$ cat src/design/nscd_pkg.sv
// Shared types and constants for the NMEA sentence checksum deframer.
// Holds the character codes, the result codes, the result record and the hex decoder.
// No dependencies.
`timescale 1ns / 1ps
`default_nettype none

package nscd_pkg;

    localparam logic [7:0] CH_DOLLAR = 8'h24;
    localparam logic [7:0] CH_STAR   = 8'h2A;
    localparam logic [7:0] CH_CR     = 8'h0D;
    localparam logic [7:0] CH_LF     = 8'h0A;
    localparam logic [7:0] CH_COMMA  = 8'h2C;
    localparam logic [7:0] CH_NUL    = 8'h00;

    localparam logic [23:0] TAIL_GGA = 24'h474741;
    localparam logic [23:0] TAIL_RMC = 24'h524D43;

    localparam logic [1:0] STATUS_VALID    = 2'd0;
    localparam logic [1:0] STATUS_ERROR    = 2'd1;
    localparam logic [1:0] STATUS_OVERFLOW = 2'd2;

    localparam logic [1:0] KIND_OTHER = 2'd0;
    localparam logic [1:0] KIND_GGA   = 2'd1;
    localparam logic [1:0] KIND_RMC   = 2'd2;

    localparam int RESULT_BITS = 115;
    localparam int TDATA_BITS  = 120;

    typedef struct packed {
        logic [31:0] overflow_total;
        logic [31:0] error_total;
        logic [31:0] valid_total;
        logic [7:0]  computed_checksum;
        logic [6:0]  stored_length;
        logic [1:0]  sentence_kind;
        logic [1:0]  status;
    } nscd_result_t;

    typedef struct packed {
        logic       ok;
        logic [3:0] value;
    } nscd_nibble_t;

    function automatic nscd_nibble_t hex_nibble(input logic [7:0] c);
        nscd_nibble_t r;
        r.ok    = 1'b1;
        r.value = 4'd0;
        if (c >= 8'h30 && c <= 8'h39) begin
            r.value = 4'(c - 8'h30);
        end else if (c >= 8'h41 && c <= 8'h46) begin
            r.value = 4'(c - 8'h37);
        end else if (c >= 8'h61 && c <= 8'h66) begin
            r.value = 4'(c - 8'h57);
        end else begin
            r.ok = 1'b0;
        end
        return r;
    endfunction

endpackage

`default_nettype wire

$ cat src/design/nscd_frame.sv
// Per-byte sentence tracker: framing, checksum, hex digits, type tail and totals.
// Produces at most one result record in the cycle a byte is taken.
// Depends on nscd_pkg.
`timescale 1ns / 1ps
`default_nettype none

module nscd_frame
    import nscd_pkg::*;
#(
    parameter int BUFFER_BYTES = 128
) (
    input  wire logic         aclk,
    input  wire logic         aresetn,
    input  wire logic         byte_en,
    input  wire logic [7:0]   rx_byte,
    output logic              res_valid,
    output nscd_result_t      res
);

    localparam int LEN_W = $clog2(BUFFER_BYTES);
    localparam logic [LEN_W-1:0] LEN_LIMIT = LEN_W'(BUFFER_BYTES - 1);

    logic             collecting_reg, collecting_next;
    logic [LEN_W-1:0] length_reg, length_next;
    logic [7:0]       sum_reg, sum_next;
    logic             star_reg, star_next;
    logic             zero_reg, zero_next;
    logic [1:0]       hex_cnt_reg, hex_cnt_next;
    logic [7:0]       hex_val_reg, hex_val_next;
    logic             hex_bad_reg, hex_bad_next;
    logic             in_type_reg, in_type_next;
    logic [23:0]      tail_reg, tail_next;
    logic [1:0]       type_len_reg, type_len_next;
    logic [31:0]      valid_cnt_reg, valid_cnt_next;
    logic [31:0]      error_cnt_reg, error_cnt_next;
    logic [31:0]      ovf_cnt_reg, ovf_cnt_next;

    nscd_nibble_t     nib;
    logic             sum_ok;
    logic [LEN_W+6:0] length_ext;

    assign nib        = hex_nibble(rx_byte);
    assign sum_ok     = star_reg && (hex_cnt_reg == 2'd2) && !hex_bad_reg
                        && (hex_val_reg == sum_reg);
    assign length_ext = {7'd0, length_reg};

    always_comb begin
        collecting_next = collecting_reg;
        length_next     = length_reg;
        sum_next        = sum_reg;
        star_next       = star_reg;
        zero_next       = zero_reg;
        hex_cnt_next    = hex_cnt_reg;
        hex_val_next    = hex_val_reg;
        hex_bad_next    = hex_bad_reg;
        in_type_next    = in_type_reg;
        tail_next       = tail_reg;
        type_len_next   = type_len_reg;
        valid_cnt_next  = valid_cnt_reg;
        error_cnt_next  = error_cnt_reg;
        ovf_cnt_next    = ovf_cnt_reg;
        res_valid       = 1'b0;
        res.status            = STATUS_VALID;
        res.sentence_kind     = KIND_OTHER;
        res.stored_length     = length_ext[6:0];
        res.computed_checksum = sum_reg;

        if (byte_en) begin
            if (rx_byte == CH_DOLLAR) begin
                collecting_next = 1'b1;
                length_next     = LEN_W'(1);
                sum_next        = 8'd0;
                star_next       = 1'b0;
                zero_next       = 1'b0;
                hex_cnt_next    = 2'd0;
                hex_val_next    = 8'd0;
                hex_bad_next    = 1'b0;
                in_type_next    = 1'b1;
                tail_next       = 24'd0;
                type_len_next   = 2'd0;
            end else if (collecting_reg && rx_byte != CH_CR) begin
                if (rx_byte == CH_LF) begin
                    collecting_next = 1'b0;
                    res_valid       = 1'b1;
                    if (sum_ok) begin
                        valid_cnt_next = valid_cnt_reg + 32'd1;
                        if (type_len_reg == 2'd3 && tail_reg == TAIL_GGA) begin
                            res.sentence_kind = KIND_GGA;
                        end else if (type_len_reg == 2'd3 && tail_reg == TAIL_RMC) begin
                            res.sentence_kind = KIND_RMC;
                        end
                    end else begin
                        error_cnt_next = error_cnt_reg + 32'd1;
                        res.status     = STATUS_ERROR;
                    end
                end else if (length_reg >= LEN_LIMIT) begin
                    // storing this byte would fill the buffer
                    collecting_next       = 1'b0;
                    length_next           = '0;
                    ovf_cnt_next          = ovf_cnt_reg + 32'd1;
                    res_valid             = 1'b1;
                    res.status            = STATUS_OVERFLOW;
                    res.stored_length     = 7'd0;
                    res.computed_checksum = 8'd0;
                end else begin
                    length_next = length_reg + LEN_W'(1);
                    if (!zero_reg) begin
                        if (rx_byte == CH_NUL) begin
                            zero_next    = 1'b1;
                            in_type_next = 1'b0;
                        end else begin
                            if (!star_reg) begin
                                if (rx_byte == CH_STAR) begin
                                    star_next = 1'b1;
                                end else begin
                                    sum_next = sum_reg ^ rx_byte;
                                end
                            end else if (hex_cnt_reg != 2'd2) begin
                                if (nib.ok) begin
                                    hex_val_next = {hex_val_reg[3:0], nib.value};
                                end else begin
                                    hex_bad_next = 1'b1;
                                end
                                hex_cnt_next = hex_cnt_reg + 2'd1;
                            end
                            if (in_type_reg) begin
                                if (rx_byte == CH_COMMA || rx_byte == CH_STAR) begin
                                    in_type_next = 1'b0;
                                end else begin
                                    tail_next = {tail_reg[15:0], rx_byte};
                                    if (type_len_reg != 2'd3) begin
                                        type_len_next = type_len_reg + 2'd1;
                                    end
                                end
                            end
                        end
                    end
                end
            end
        end

        res.valid_total    = valid_cnt_next;
        res.error_total    = error_cnt_next;
        res.overflow_total = ovf_cnt_next;
    end

    always_ff @(posedge aclk) begin
        if (!aresetn) begin
            collecting_reg <= 1'b0;
            length_reg     <= '0;
            sum_reg        <= 8'd0;
            star_reg       <= 1'b0;
            zero_reg       <= 1'b0;
            hex_cnt_reg    <= 2'd0;
            hex_val_reg    <= 8'd0;
            hex_bad_reg    <= 1'b0;
            in_type_reg    <= 1'b0;
            tail_reg       <= 24'd0;
            type_len_reg   <= 2'd0;
            valid_cnt_reg  <= 32'd0;
            error_cnt_reg  <= 32'd0;
            ovf_cnt_reg    <= 32'd0;
        end else begin
            collecting_reg <= collecting_next;
            length_reg     <= length_next;
            sum_reg        <= sum_next;
            star_reg       <= star_next;
            zero_reg       <= zero_next;
            hex_cnt_reg    <= hex_cnt_next;
            hex_val_reg    <= hex_val_next;
            hex_bad_reg    <= hex_bad_next;
            in_type_reg    <= in_type_next;
            tail_reg       <= tail_next;
            type_len_reg   <= type_len_next;
            valid_cnt_reg  <= valid_cnt_next;
            error_cnt_reg  <= error_cnt_next;
            ovf_cnt_reg    <= ovf_cnt_next;
        end
    end

endmodule

`default_nettype wire

$ cat src/design/nscd_out_reg.sv
// Result output register with one skid entry, so input stays open while a result waits.
// Depends on nscd_pkg.
`timescale 1ns / 1ps
`default_nettype none

module nscd_out_reg
    import nscd_pkg::*;
(
    input  wire logic          aclk,
    input  wire logic          aresetn,
    input  wire logic          push,
    input  nscd_result_t       push_data,
    output logic               can_accept,
    output logic               out_valid,
    input  wire logic          out_ready,
    output nscd_result_t       out_data
);

    logic         main_valid_reg, main_valid_next;
    logic         skid_valid_reg, skid_valid_next;
    nscd_result_t main_reg, main_next;
    nscd_result_t skid_reg, skid_next;
    logic         pop;

    assign pop        = main_valid_reg && out_ready;
    assign can_accept = !skid_valid_reg;
    assign out_valid  = main_valid_reg;
    assign out_data   = main_reg;

    always_comb begin
        main_valid_next = main_valid_reg;
        skid_valid_next = skid_valid_reg;
        main_next       = main_reg;
        skid_next       = skid_reg;
        if (skid_valid_reg) begin
            if (pop) begin
                main_next       = skid_reg;
                skid_valid_next = 1'b0;
            end
        end else if (push) begin
            if (!main_valid_reg || pop) begin
                main_next       = push_data;
                main_valid_next = 1'b1;
            end else begin
                skid_next       = push_data;
                skid_valid_next = 1'b1;
            end
        end else if (pop) begin
            main_valid_next = 1'b0;
        end
    end

    always_ff @(posedge aclk) begin
        if (!aresetn) begin
            main_valid_reg <= 1'b0;
            skid_valid_reg <= 1'b0;
        end else begin
            main_valid_reg <= main_valid_next;
            skid_valid_reg <= skid_valid_next;
        end
        main_reg <= main_next;
        skid_reg <= skid_next;
    end

endmodule

`default_nettype wire

$ cat src/design/nmea_sentence_checksum_deframer_unit.sv
// Top level of the NMEA sentence checksum deframer.
// Instantiates nscd_frame and nscd_out_reg; depends on nscd_pkg.
//
//  channel | dir | tdata fields (low bit first)                    | tuser
//  s_      | in  | rx_byte[7:0]                                    | -
//  m_      | out | status, sentence_kind, stored_length,           | -
//          |     | computed_checksum, valid/error/overflow totals  |
//
// One byte per cycle while s_tready is high; each result is registered in nscd_out_reg
// before it appears on m_; all per-byte work is a single pass through nscd_frame.
// Reset (aresetn low, synchronous) clears sentence state and all totals.
// A stalled result sits in the output register; a second one goes to the skid
// entry, and s_tready drops only while that entry is occupied.
`timescale 1ns / 1ps
`default_nettype none

module nmea_sentence_checksum_deframer_unit
    import nscd_pkg::*;
#(
    parameter int BUFFER_BYTES = 128
) (
    input  wire logic                  aclk,
    input  wire logic                  aresetn,
    input  wire logic                  s_tvalid,
    output logic                       s_tready,
    input  wire logic [7:0]            s_tdata,   // [7:0] rx_byte
    output logic                       m_tvalid,
    input  wire logic                  m_tready,
    // [1:0] status, [3:2] sentence_kind, [10:4] stored_length,
    // [18:11] computed_checksum, [50:19] valid_total, [82:51] error_total,
    // [114:83] overflow_total, [119:115] zero
    output logic [TDATA_BITS-1:0]      m_tdata
);

    logic         s_xfer;
    logic         res_valid;
    nscd_result_t res;
    nscd_result_t out_res;

    assign s_xfer = s_tvalid && s_tready;

    nscd_frame #(
        .BUFFER_BYTES (BUFFER_BYTES)
    ) u_frame (
        .aclk      (aclk),
        .aresetn   (aresetn),
        .byte_en   (s_xfer),
        .rx_byte   (s_tdata),
        .res_valid (res_valid),
        .res       (res)
    );

    nscd_out_reg u_out (
        .aclk       (aclk),
        .aresetn    (aresetn),
        .push       (res_valid),
        .push_data  (res),
        .can_accept (s_tready),
        .out_valid  (m_tvalid),
        .out_ready  (m_tready),
        .out_data   (out_res)
    );

    assign m_tdata = {{(TDATA_BITS - RESULT_BITS){1'b0}}, out_res};

endmodule

`default_nettype wire
$ cat config.mk
export PLATFORM = sky130hd
export DESIGN_NAME = nmea_sentence_checksum_deframer_unit
export DESIGN_NICKNAME = d
export VERILOG_FILES = /design/src/design/nscd_pkg.sv /design/src/design/nscd_frame.sv /design/src/design/nscd_out_reg.sv /design/src/design/nmea_sentence_checksum_deframer_unit.sv
export SDC_FILE = /design/constraint.sdc
export NUM_CORES = 1
export LEC_CHECK = 0
export BUFFER_PORTS_ARGS = -buffer_cell sky130_fd_sc_hd__buf_2
export CAP_MARGIN = 20
export CORE_MARGIN = 3
export CORE_UTILIZATION = 60
export DETAILED_ROUTE_END_ITERATION = 7
export PLACE_DENSITY_LB_ADDON = 0.2
export SLEW_MARGIN = 20
export SYNTH_ARGS = -nofsm -noshare
export SYNTH_HDL_FRONTEND = slang
export SYNTH_SLANG_ARGS = --single-unit
$ cat constraint.sdc
create_clock -name aclk -period 14.95 [get_ports aclk]
set_input_delay 1.495 -clock aclk [delete_from_list [all_inputs] [get_ports aclk]]
set_output_delay 1.495 -clock aclk [all_outputs]
set_load 0.02 [all_outputs]
==> results.json, run 1 <==
{
  "critPathMaxStageDelay_ns": 0.78,
  "drv_slew": 0,
  "cp_top_family": "buffers and inverters",
  "dieHeight_microns": 175,
  "slew_headroom": 0.202,
  "synthToLayoutAreaGrowth_pct": 12.9,
  "yosys-top-cells-count": "230 x edfxtp_1, 182 x nand2_1, 154 x dfxtp_1",
  "synthCells": 1554,
  "root_buffer": "clkbuf_16",
  "vias": 12460,
  "max_freq_mhz": 197,
  "port_buffers": 128,
  "wire_per_inst_microns": 18.0,
  "ant_nets": 0,
  "die_area_sq_mm": 0.0305,
  "wirelength_microns": 37300,
  "synth_seq_cells": 384,
  "end_kind": "flip-flop",
  "cts_max_path_buffers": 3,
  "clk_latency_ns": 0.52,
  "cts_resized": 0,
  "crit_chain": "buf_2 > or3b_1 > nor4_4 > buf_4 > a31oi_1 > nor3_2 > buf_4 > buf_4",
  "rows": 61,
  "period_needed_ns": 5.07,
  "n_fill_cell": 2089,
  "path_clk_slew_ns": 0.06,
  "design.core.area_sq_mm": 0.0279,
  "cp-startpoint": "s_tdata[3]",
  "synth_ff_type": "edfxtp_1",
  "hold_viol": 0,
  "ctsHoldBuffers": 0,
  "cp_common_cell": "buf_4",
  "final_nets": 1681,
  "cts_buffers": 39,
  "track_usage": 0.235,
  "cts_setup_buffers": 0,
  "period_share": 0.339,
  "io_pins": 134,
  "start_util": 0.611,
  "drtIter0Drc": 1178,
  "setup_violations": 0,
  "path_buf_inv": 4,
  "grt_first_pass_wirelength_microns": 59100,
  "async_reset_ff_frac": 0,
  "holdCritPathClass": "flip-flop to flip-flop",
  "irDropWorstVdd_mv": 0.0656,
  "drive_gt1_frac": 0.165,
  "first_global_vias": 11611,
  "tightest_slew_ns": 1.19,
  "power.leakage_uw": 0.00694,
  "antenna_cells": 0,
  "hpwl_microns": 23900,
  "arrival_ns": 5.21,
  "syn_area_sq_mm": 0.0171,
  "p_per_area_mw_per_mm2": 110,
  "synthTopCellsByArea": "edfxtp_1 40%, dfxtp_1 18%, nand2_1 4.0%, mux2_2 2.7%, mux2i_1 2.6%",
  "drc": 0,
  "final.setup.tns_ns": 0,
  "yosysTopAreaCell": "edfxtp_1",
  "clock-skew-final_ns": 0.0167,
  "grt_overflow_total": 0,
  "gp_congestion": 0.917,
  "syn_avg_cell_area_sq_um": 11.0,
  "crit_slowest_cell": "nor3_2",
  "crit_type": "input pin to flip-flop",
  "htree_num_levels": 2,
  "status": "finished clean",
  "cp-start-kind": "input pin",
  "synth_edf_count": 230,
  "r2r-start": "u_frame.length_reg[0]",
  "ys_warn_count": 0,
  "cts.sinks": 384,
  "grt_max_degree": 86,
  "antenna_found_initial": 0,
  "tritoncts": "built",
  "synth_top_area_frac": 0.404,
  "rsz0062_at_grt": "false",
  "vias_per_cell": 6.03,
  "post-route-util": 0.690,
  "hold_start": "u_frame.tail_reg[22]",
  "ys_seq_area_frac": 0.585,
  "dr.pass1.iters": 5,
  "dieWidth_microns": 175,
  "path_max_fanout": 60,
  "yosysUniqueCellTypes": 71,
  "synthMostInstantiatedCell": "edfxtp_1",
  "cp.required_ns": 15.09,
  "drv_cap": 0
}
-- area by class of cell --
| type | count | area (sq um) | share of cell area |
|---|---|---|---|
| clock buffer | 53 | 1090 | 0.0566 |
| clock inverter | 18 | 201 | 0.0105 |
| inverter | 26 | 100 | 0.00519 |
| multi-input combinational | 1062 | 6650 | 0.345 |
| sequential | 384 | 9990 | 0.518 |
| tap | 378 | 473 | 0.0245 |
| timing repair buffer | 145 | 772 | 0.0401 |
-- routing by layer --
| metal | share of wire | global-route usage | vias up |
|---|---|---|---|
| met5 | 0 | 0 | - |
| met4 | 0.026 | 0.0788 | 0 |
| met3 | 0.059 | 0.0374 | 68 |
| met2 | 0.47 | 0.381 | 397 |
| met1 | 0.45 | 0.327 | 5921 |
| li1 | - | - | 6074 |
-- cell usage in the layout, fill, tap and decap left out, types with 26 or more instances in the layout --
master       n
nand4_1     44
xnor2_1     26
nand2_1    181
nor2_1      92
mux2i_1     45
edfxtp_1   230
mux2_2      41
dfxtp_1    154
o21ai_0     47
or3_1       32
and2_1      48
o31ai_1     43
a31oi_1     67
nand3_1     67
a21oi_1     84
clkbuf_16   41
or4_1       43
buf_2      128
-- kinds of logic (layout without fill, tap and decap cells) --
logic type                 Yosys count  in the layout  synth area share
and+or+nand+nor                    636            636             0.202
AOI/OAI and AO/OA                  285            285             0.104
muxes                               86             86            0.0534
adders and majority gates           11             11           0.00806
DFF                                384            384             0.585
xor gates and xnor gates            39             39            0.0200
buffers and inverters              112            242            0.0276
other                                1              5          0.000220
-- where the power goes --
| group | switching [uW] | leakage (uW) | internal, uW |
|---|---|---|---|
| logic | 19.0 | 0.00318 | 6.01 |
| registers | 0.123 | 0.00313 | 1110 |
| clock network | 395 | 0.000634 | 583 |
| total | 414 | 0.00694 | 1700 |
-- path summary, 6_finish.rpt --
check                                       endpoint  slack (ns)  cells past startpoint
worst min register to register  u_frame.tail_reg[22]        0.46                      2
worst max register to register    u_out.skid_reg[66]       10.79                      8
worst max-delay path              u_out.skid_reg[66]        9.88                      8
worst min-delay path            u_frame.tail_reg[22]        0.46                      2
-- tightest hold or removal path, cell delays in order, from the launching register on --
cell     delay, ns
dfxtp_1       0.30
nand2_1       0.05
mux2i_1       0.06
-- per-stage QoR --
step | cell area (sq um) | hold WS, ns | std cells | total power, uW | worst slack, ns
after floorplan | 17100 | 0.429 | 1558 | 1150 | 3.43
after global placement | 18000 | 0.445 | 1994 | 1160 | 9.46
after detailed placement | 18000 | 0.458 | 1994 | 1160 | 9.30
after CTS | 19300 | 0.466 | 2065 | 2130 | 9.90
after global routing | 19300 | 0.483 | 2066 | 2180 | 9.67
final | 19300 | 0.462 | 2066 | 2110 | 9.88
No activity file was read; power rests on OpenSTA's default activity.
==> inputs of run 2 (changes only) <==
--- a/config.mk
+++ b/config.mk
@@ -5,10 +5,11 @@
 export SDC_FILE = /design/constraint.sdc
 export NUM_CORES = 1
 export LEC_CHECK = 0
+export ABC_AREA = 1
 export BUFFER_PORTS_ARGS = -buffer_cell sky130_fd_sc_hd__buf_2
 export CAP_MARGIN = 20
 export CORE_MARGIN = 3
-export CORE_UTILIZATION = 60
+export CORE_UTILIZATION = 54
 export DETAILED_ROUTE_END_ITERATION = 7
 export PLACE_DENSITY_LB_ADDON = 0.2
 export SLEW_MARGIN = 20
==> constraint.sdc (replaced) <==
create_clock -name aclk -period 4.4 [get_ports aclk]
set_input_delay 0.44 -clock aclk [delete_from_list [all_inputs] [get_ports aclk]]
set_output_delay 0.44 -clock aclk [all_outputs]
set_load 0.02 [all_outputs]
==> run 2 against run 1 <==
Flip-flop and latch count is the same; critical path depth rose by 2; die area increased by 13%; first-iteration DRC count shrank 22%; synthesized cell count grew 29%; final area increased by 2.2%; non-clock buffer count down 9; global-route usage down 1.3 points; combinational power rose to 3.4 times the previous value; critical path type is now flip-flop to flip-flop; highest routed layer unchanged.
==> results.json, run 2 <==
{
  "status": "finished clean",
  "p_total_uw": 7160,
  "synth-compound-area-share": 0.0555,
  "hold_depth": 3,
  "seq_area_sq_mm": 0.00999,
  "synthMostInstantiatedCell": "nand2_1",
  "ant_nets": 0,
  "crit_type": "flip-flop to flip-flop",
  "port_buffers": 128,
  "synth_ff_type": "edfxtp_1",
  "fin_cells": 2550,
  "path_max_fanout": 21,
  "dieHeight_microns": 186,
  "drv_slew": 0,
  "synth_xor_area_frac": 0.0253,
  "period_share": 0.682,
  "synthToLayoutAreaGrowth_pct": 12.7,
  "multi_input_area_sq_mm": 0.00619,
  "max_freq_mhz": 333,
  "crit_cells": 10,
  "final.setup.tns_ns": 0,
  "grt_first_pass_wirelength_microns": 62700,
  "track_usage": 0.222,
  "synthMuxAreaShare": 0,
  "end_kind": "flip-flop",
  "arrival_ns": 3.27,
  "wirelength_microns": 38500,
  "yosysTopAreaCell": "edfxtp_1",
  "antenna_cells": 0,
  "dieWidth_microns": 186,
  "clock-skew-final_ns": 0.0126,
  "vias": 13199,
  "async_reset_ff_frac": 0,
  "drive_gt1_frac": 0.126,
  "seq_power_share": 0.526,
  "root_buffer": "clkbuf_16",
  "clk_latency_ns": 0.51,
  "setup_violations": 0,
  "cts_max_path_buffers": 3,
  "power.internal_uw": 5750,
  "rows": 65,
  "cts_resized": 0,
  "grt_overflow_total": 0,
  "critPathMaxStageDelay_ns": 0.81,
  "period_needed_ns": 3.00,
  "dr.pass1.iters": 4,
  "wire_per_inst_microns": 15.1,
  "cts_setup_buffers": 0,
  "pwr-share-clk": 0.462,
  "holdCritPathClass": "input pin to flip-flop",
  "antenna_found_initial": 0,
  "synth_seq_cells": 384,
  "post-route-util": 0.621,
  "cts_buffers": 40,
  "yosys-top-cells-count": "550 x nand2_1, 251 x inv_1, 230 x edfxtp_1",
  "final_nets": 2141,
  "start_util": 0.551,
  "tritoncts": "built",
  "power.leakage_uw": 0.00797,
  "yosysUniqueCellTypes": 46,
  "drc": 0,
  "syn_area_sq_mm": 0.0175,
  "hpwl_microns": 25700,
  "htree_num_levels": 2,
  "cp_top_family": "simple AND/OR/NAND/NOR gates",
  "io_pins": 134,
  "path_buf_inv": 1,
  "synth_top_family_by_area": "simple AND/OR/NAND/NOR gates",
  "synth_edf_count": 230,
  "tightest_slew_ns": 1.05,
  "cp.required_ns": 4.66,
  "crit_chain": "inv_2 > nand2_1 > nor2_2 > nand2_2 > nor2_2 > nand2_1 > o21ai_1 > nand2_1 > nand2_1 > nand2_1",
  "design.core.area_sq_mm": 0.0317,
  "synthCells": 2001,
  "ctsHoldBuffers": 0,
  "die_area_sq_mm": 0.0346,
  "yosys.area_share.adder": 0.00788,
  "final_cell_mix": "550 x nand2_1, 249 x inv_1, 230 x edfxtp_1",
  "synth_top_area_frac": 0.395,
  "crit_slowest_cell": "nor2_2",
  "cp_common_cell": "nand2_1",
  "dp_cells": 2478,
  "first_global_vias": 12715,
  "ys_warn_count": 0,
  "cts.sinks": 384,
  "vias_per_cell": 5.18,
  "final_common_cell": "nand2_1",
  "reg2reg_depth": 10,
  "p_switching_uw": 1410,
  "irDropWorstVdd_mv": 0.239,
  "drv_cap": 0,
  "p_per_area_mw_per_mm2": 364,
  "path_clk_slew_ns": 0.06,
  "hold_viol": 0,
  "grt_max_degree": 116,
  "syn_avg_cell_area_sq_um": 8.73,
  "drtIter0Drc": 916,
  "rsz0062_at_grt": "false",
  "gp_congestion": 0.916,
  "p_sw_frac": 0.196,
  "p_comb_frac": 0.012,
  "cp-start-kind": "flip-flop",
  "slew_headroom": 0.300,
  "synthTopCellsByArea": "edfxtp_1 40%, dfxtp_1 18%, nand2_1 12%, inv_1 5.4%, nor2_1 4.9%",
  "ys_seq_area_frac": 0.572,
  "synthSimpleGateAreaFrac": 0.263,
  "n_fill_cell": 2748
}
==> run 2: power by group through the flow <==
stage	clock, uW	combinational [uW]	sequential (uW)
finish	3310	86.1	3770
global route	3520	93.4	3770
CTS	3380	85.2	3770
detailed placement	0	85.0	3850
global placement	0	83.8	3850
floorplan	0	60.9	3850
==> run 2: worst reg2reg max path: cells and delay by family (launching register included) <==
kind | cells | cell delay, ns
simple gates | 8 | 2.12
compound gates | 1 | 0.25
flops | 1 | 0.35
buf+inv | 1 | 0.05
==> run 2: worst paths after layout <==
check / slack (ns) / to / startpoint
min reg2reg: 0.46 / u_frame.tail_reg[23] / u_frame.tail_reg[23]
max reg2reg: 1.40 / u_out.out_data[89] / u_out.skid_valid_reg
max: 1.40 / u_out.out_data[89] / u_out.skid_valid_reg
min: 0.32 / u_frame.tail_reg[6] / s_tdata[6]
==> run 2: layout make-up <==
class | count | area share
Tap cell | 402 | 0.0255
Timing Repair Buffer | 136 | 0.0369
Clock inverter | 18 | 0.00826
Clock buffer | 54 | 0.0572
Multi-Input combinational cell | 1293 | 0.314
Sequential cell | 384 | 0.507
Inverter | 263 | 0.0505
==> run 2: per-stage QoR <==
stage                     hold WS, ns  area, sq um  worst slack [ns]
final                           0.321        19700              1.40
after floorplan                 0.429        17500             0.757
after global routing            0.339        19700              1.14
after detailed placement        0.454        18400              1.02
after global placement          0.444        18400              1.13
after CTS                       0.306        19700              1.43
==> run 2: logic make-up after synthesis <==
| kind of cell | Yosys count |
|---|---|
| compound gates | 179 |
| xor+xnor | 48 |
| fa+ha+maj | 11 |
| buf+inv | 328 |
| flops | 384 |
| other cells | 1 |
| simple gates | 1050 |
==> run 2: metal layers <==
layer  GRT usage  up-vias  routed length [microns]
li1            -     6719                        -
met1       0.299     6111                    17600
met2       0.373      294                    18100
met3      0.0363       75                     1840
met4      0.0661        0                      989
met5           0        -                        0
